<file path="src/hw/rtl/dwi_pkg.sv">
// shared constants, types and address helper of the donor weighted interpolator
package dwi_pkg;

   localparam int NODE_MAX    = 4096;
   localparam int NVAR_MAX    = 8;
   localparam int STORE_DEPTH = NODE_MAX * NVAR_MAX;
   localparam int STORE_AW    = $clog2(STORE_DEPTH);
   localparam int VAR_W       = 3;
   localparam int NODE_W      = 12;
   localparam int VCNT_W      = 4;
   localparam int NCNT_W      = 13;
   localparam int TOL_W       = 16;
   localparam int VALUE_W     = 32;
   localparam int WEIGHT_W    = 18;
   localparam int ACC_W       = 48;
   localparam int PROD_W      = VALUE_W + WEIGHT_W;
   // widest computed address: 3-bit variable times 13-bit stride plus node
   localparam int ADDR_W      = 17;

   localparam int REQ_DATA_W  = 120;
   localparam int RSP_DATA_W  = 88;

   localparam logic OP_STORE = 1'b0;
   localparam logic OP_DONOR = 1'b1;

   localparam logic [1:0] CSR_LAYOUT    = 2'd0;
   localparam logic [1:0] CSR_VAR_COUNT = 2'd1;
   localparam logic [1:0] CSR_NODE_CNT  = 2'd2;
   localparam logic [1:0] CSR_TOLERANCE = 2'd3;

   localparam logic LAYOUT_ROW = 1'b0;
   localparam logic LAYOUT_COL = 1'b1;

   // store read in flight, lined up with the read data
   typedef struct packed {
      logic             valid;
      logic [VAR_W-1:0] var_idx;
      logic             oob;
   } mac_cmd_type;

   typedef struct packed {
      logic shift;
      logic clear;
   } mac_ctl_type;

   function automatic logic [ADDR_W-1:0] store_addr(
      input logic              layout,
      input logic [VCNT_W-1:0] nv,
      input logic [NCNT_W-1:0] ncount,
      input logic [NODE_W-1:0] node,
      input logic [VAR_W-1:0]  var_idx
   );
      logic [ADDR_W-1:0] row_addr;
      logic [ADDR_W-1:0] col_addr;
      row_addr = ADDR_W'(ADDR_W'(node) * ADDR_W'(nv)) + ADDR_W'(var_idx);
      col_addr = ADDR_W'(ADDR_W'(var_idx) * ADDR_W'(ncount)) + ADDR_W'(node);
      return (layout == LAYOUT_COL) ? col_addr : row_addr;
   endfunction

endpackage

</file>
<file path="src/hw/rtl/dwi_mac.sv">
// multiply, round and saturating accumulate into the per-variable partial sums
module dwi_mac (
   input  logic                                 clock,
   input  logic                                 reset,
   input  dwi_pkg::mac_cmd_type                 cmd,
   input  logic        [dwi_pkg::VALUE_W-1:0]   rd_data,
   input  logic signed [dwi_pkg::WEIGHT_W-1:0]  weight,
   input  dwi_pkg::mac_ctl_type                 ctl,
   output logic signed [dwi_pkg::VALUE_W-1:0]   head_sum,
   output logic                                 busy
);

   localparam int RND_W = dwi_pkg::PROD_W + 1 - 16;

   logic signed [dwi_pkg::PROD_W-1:0] prod_ff, prod_in;
   logic                              pvalid_ff, pvalid_in;
   logic [dwi_pkg::VAR_W-1:0]         pvar_ff, pvar_in;
   logic signed [dwi_pkg::ACC_W-1:0]  sums_ff [dwi_pkg::NVAR_MAX];
   logic signed [dwi_pkg::ACC_W-1:0]  sums_in [dwi_pkg::NVAR_MAX];

   logic signed [dwi_pkg::VALUE_W-1:0] value_s;
   logic signed [dwi_pkg::PROD_W:0]    biased;
   logic signed [RND_W-1:0]            rounded;
   logic signed [dwi_pkg::ACC_W:0]     acc_sum;
   logic signed [dwi_pkg::ACC_W-1:0]  acc_sat;
   logic signed [dwi_pkg::ACC_W-1:0]  head;

   // entries outside the store read as zero
   assign value_s   = cmd.oob ? '0 : $signed(rd_data);
   assign prod_in   = value_s * weight;
   assign pvalid_in = cmd.valid;
   assign pvar_in   = cmd.var_idx;

   // floor((p + 2^15) / 2^16)
   assign biased  = $signed({prod_ff[dwi_pkg::PROD_W-1], prod_ff})
                    + $signed((dwi_pkg::PROD_W+1)'(32768));
   assign rounded = biased[dwi_pkg::PROD_W:16];
   assign acc_sum = $signed({sums_ff[pvar_ff][dwi_pkg::ACC_W-1], sums_ff[pvar_ff]})
                    + (dwi_pkg::ACC_W+1)'(rounded);

   always_comb begin
      if (acc_sum[dwi_pkg::ACC_W] != acc_sum[dwi_pkg::ACC_W-1]) begin
         acc_sat = acc_sum[dwi_pkg::ACC_W] ? {1'b1, {(dwi_pkg::ACC_W-1){1'b0}}}
                                           : {1'b0, {(dwi_pkg::ACC_W-1){1'b1}}};
      end else begin
         acc_sat = acc_sum[dwi_pkg::ACC_W-1:0];
      end
   end

   always_comb begin
      for (int i = 0; i < dwi_pkg::NVAR_MAX; i++) begin
         sums_in[i] = sums_ff[i];
      end
      priority if (ctl.clear) begin
         for (int i = 0; i < dwi_pkg::NVAR_MAX; i++) begin
            sums_in[i] = '0;
         end
      end else if (ctl.shift) begin
         // emit walks the sums down past the head
         for (int i = 0; i < dwi_pkg::NVAR_MAX - 1; i++) begin
            sums_in[i] = sums_ff[i+1];
         end
         sums_in[dwi_pkg::NVAR_MAX-1] = '0;
      end else if (pvalid_ff) begin
         sums_in[pvar_ff] = acc_sat;
      end
   end

   always_ff @(posedge clock) begin
      if (reset) begin
         pvalid_ff <= 1'b0;
         for (int i = 0; i < dwi_pkg::NVAR_MAX; i++) begin
            sums_ff[i] <= '0;
         end
      end else begin
         pvalid_ff <= pvalid_in;
         for (int i = 0; i < dwi_pkg::NVAR_MAX; i++) begin
            sums_ff[i] <= sums_in[i];
         end
      end
   end

   always_ff @(posedge clock) begin
      prod_ff <= prod_in;
      pvar_ff <= pvar_in;
   end

   assign head = sums_ff[0];

   always_comb begin
      if (head[dwi_pkg::ACC_W-1:dwi_pkg::VALUE_W-1] != '0 &&
          head[dwi_pkg::ACC_W-1:dwi_pkg::VALUE_W-1] != '1) begin
         head_sum = head[dwi_pkg::ACC_W-1] ? {1'b1, {(dwi_pkg::VALUE_W-1){1'b0}}}
                                           : {1'b0, {(dwi_pkg::VALUE_W-1){1'b1}}};
      end else begin
         head_sum = head[dwi_pkg::VALUE_W-1:0];
      end
   end

   assign busy = pvalid_ff;

endmodule

</file>
<file path="config.mk">
export PLATFORM = sky130hd
export DESIGN_NAME = dwi_mac
export DESIGN_NICKNAME = d
export VERILOG_FILES = /design/src/hw/rtl/dwi_pkg.sv /design/src/hw/rtl/dwi_mac.sv
export SDC_FILE = /design/constraint.sdc
export NUM_CORES = 2
export LEC_CHECK = 0
export ABC_AREA = 1
export BUFFER_PORTS_ARGS = -buffer_cell sky130_fd_sc_hd__buf_2
export CAP_MARGIN = 10
export CORE_ASPECT_RATIO = 1.5
export CORE_MARGIN = 10
export CORE_UTILIZATION = 59
export DETAILED_ROUTE_END_ITERATION = 8
export GPL_TIMING_DRIVEN = 1
export PLACE_DENSITY = 0.78
export SLEW_MARGIN = 0
export SYNTH_ARGS = -nofsm -noshare
export SYNTH_HDL_FRONTEND = slang
export SYNTH_SLANG_ARGS = --single-unit
export TNS_END_PERCENT = 5
</file>
<file path="constraint.sdc">
create_clock -name clock -period 5.7 [get_ports clock]
set_input_delay 0.285 -clock clock [delete_from_list [all_inputs] [get_ports clock]]
set_output_delay 0.285 -clock clock [all_outputs]
set_load 0.05 [all_outputs]
</file>
==> reports/summary.txt <==
Area growth syn-to-layout -> 15.4%
Synth Flop Type -> dfxtp_1
critical path startpoint -> cmd[0]
largest fanout on the critical path -> 10
grt total ovfl -> 0
startpoint types -> input port
largest net degree at the start of global routing -> 189
startpoint of the worst hold path -> ctl[0]
via count -> 46506
die height -> 362 um
sequential area share after synthesis -> 18.4%
first-pass GRT wire length -> 257000 um
CTS root buffer -> clkbuf_16
post-synthesis cell count -> 6571
Port Buf Inserts -> 91
area of the core -> 77400 um2
CTS buffer count -> 38
R2R Path Start -> pvar_ff[0]
number of max-cap violations -> 0
Pre-antenna DRT Iters -> 9
clk_skew -> 0.0194 ns
largest area contributor in the netlist -> fa_1
worst skew pair latency -> 0.57 ns
clk slew on worst S/H paths -> 0.07 ns
sequential share of power -> 9.9%
Async SR Flop Fraction -> 0%
Synth top area share -> 24.1%
clk sinks -> 423
ANT nets after route -> 0
hpwl dp -> 125000 um
antenna cells -> 0
Peak VDD IR -> 0.000538 V
drt initial violations -> 5090
f_max -> 0.177 GHz
Sw Share -> 52.6%
gr usage total -> 36.9%
Max Slew Vio Count -> 0
syn avg cell area -> 6.99 um2
CP endpoint kind -> register
htree depth -> 2
status -> completed
Yosys Warn Count -> 0
Routed WL per cell -> 21.0 um
vias in the first global route -> 47337
Synth Register Bits -> 423
DRT Wirelength -> 168000 um
Filler cells -> 6776
final hold vios -> 0
crit-path most repeated cell -> nand2_1
slowest CP cell -> fa_1
grt met2 use -> 63.3%
Pwr Density -> 657 nW/um2
CTS tree -> built
library cells used by synthesis -> 49
initial antenna violation count -> 0
fin crit share -> 99.0%
die width -> 248 um
Tightest Hold Check Type -> input port to register
synthesized area -> 45900 um2
Required @ worst endpoint -> 6.16 ns
routability cong. -> 1.08
share of layout cells above drive strength 1 -> 12.3%
setup tns final -> 0 ns
Worst Tran Pin Value -> 1.09 ns
final core occ -> 68.5%
Initial Util -> 59.3%
GR met1 Demand/Resource -> 39.0%
die area -> 89600 um2
EDFF count, synth -> 0
Clk pwr share -> 7.5%
Via density -> 5.82
R2R Setup Slk -> 0.18 ns
crit path time final -> 5.64 ns
Bufs on Longest Clock Path -> 3
net count after synthesis -> 7350
num rows -> 125
IO Pins -> 92
crit path DAT -> 6.10 ns
leakage -> 23.6 nW
Gate power share -> 82.5%
ranking of synthesized cells by area -> fa_1, dfxtp_1, inv_1
RSZ-0062 raised after global routing -> yes
Int Power -> 16.5 mW
# setup viols final -> 0
Max-slew headroom -> 27.3%
DRC -> 0
crit path kind -> input port to register
met3 Resource Use GR -> 5.00%
fin nets -> 7724
most used routing layer -> met2
Psw -> 18.3 mW
Largest stage delay, worst path -> 0.56 ns
## sequential cells by signal, summed over array words and instances, names as in the netlist
register and count:
busy 1, prod_ff 35, sums_ff 384, pvar_ff 3
## worst max-delay path, delay by kind of cell
family,cells,cell delay (ns)
AOI/OAI and AO/OA,4,0.96
adders and majority gates,7,3.30
and+or+nand+nor,8,0.63
buffers and inverters,6,0.88
## cell type report
cell class	instances	area, um2	share of cell area (%)
Multi-Input combinational cell	4106	29900	56.5
Sequential cell	423	8470	16.0
Inverter	1706	6420	12.1
Timing Repair Buffer	670	5690	10.7
Tap cell	1016	1270	2.40
Clock buffer	51	1090	2.06
Clock inverter	14	114	0.215
## per-layer routing
| metal | share of wire [%] | wire length [um] |
|---|---|---|
| met1 | 33 | 54900 |
| met2 | 49 | 81800 |
| met3 | 8.5 | 14300 |
| met4 | 10 | 16900 |
| met5 | 0 | 0 |
## final timing paths
kind / to / cells after the start
worst max-delay path: prod_ff[36] / 25
worst min-delay path: sums_ff[6][47] / 4
worst max register to register: sums_ff[0][1] / 27
worst min register to register: sums_ff[7][47] / 2
## power by group through the flow
stage / Sequential, mW / Clock, mW / Combinational [mW]
after floorplan: 3.48 / 0 / 15.8
after global placement: 3.52 / 0 / 27.0
after detailed placement: 3.52 / 0 / 27.3
after CTS: 3.45 / 2.63 / 27.4
after global routing: 3.47 / 2.73 / 31.2
final: 3.46 / 2.62 / 28.7
## kinds of logic (layout without fill, tap and decap cells)
logic type,after synthesis,after routing,synth area share [%]
AOI/OAI and AO/OA,1234,1234,15.2
DFF,423,423,18.4
buffers and inverters,2042,2441,17.3
xor gates and xnor gates,73,73,1.39
and+or+nand+nor,2079,2079,18.9
adders and majority gates,720,720,28.7
## cell usage after synthesis (7+ instances only)
master,instances
a31oi_1,10
nor4_1,15
buf_6,31
buf_1,20
o22ai_1,397
a21oi_1,514
fa_1,553
a21o_1,12
nor2_1,445
dfxtp_1,423
nor3_1,53
nand4_1,28
o21ai_0,207
nand2_1,1027
xor2_1,48
or2_2,7
o21a_1,7
inv_1,1673
nand3_1,475
nor2_2,8
a2111oi_0,14
clkinv_1,15
xnor2_1,25
o221ai_1,34
o21bai_1,8
clkbuf_1,263
ha_1,167
buf_2,14
inv_2,18
o21ai_1,10
## per-stage QoR
stage	total power [mW]	hold slack [ns]	setup WS [ns]	instance area, um2	instances
finish	34.8	0.0990	0.0577	53000	7986
global route	37.5	0.142	-0.121	53000	7986
CTS	33.5	0.0850	0.00269	52600	7984
detailed placement	30.9	0.389	-0.622	51400	7914
global placement	30.5	0.388	-0.576	51400	7914
floorplan	19.3	0.313	-0.0166	45900	6571
## cell usage in the layout, fill, tap and decap left out, types with 161 or more instances in the layout
cell type	Yosys	routed
inv_1	1673	1667
o22ai_1	397	397
a21oi_1	514	507
dfxtp_1	423	423
buf_4	5	506
ha_1	167	161
o21ai_0	207	201
fa_1	553	551
nand3_1	475	469
nor2_1	445	412
nand2_1	1027	1014
## timing repair
item                       in CTS  in global routing
setup buffers                   0                  1
pin swaps                       0                  7
hold buffers                    5                  0
gates cloned                    0                  1
setup endpoints to repair       2                406
gates resized for setup         2                 83
hold endpoints to repair        4                  0
No activity file was read; power rests on OpenSTA's default activity.
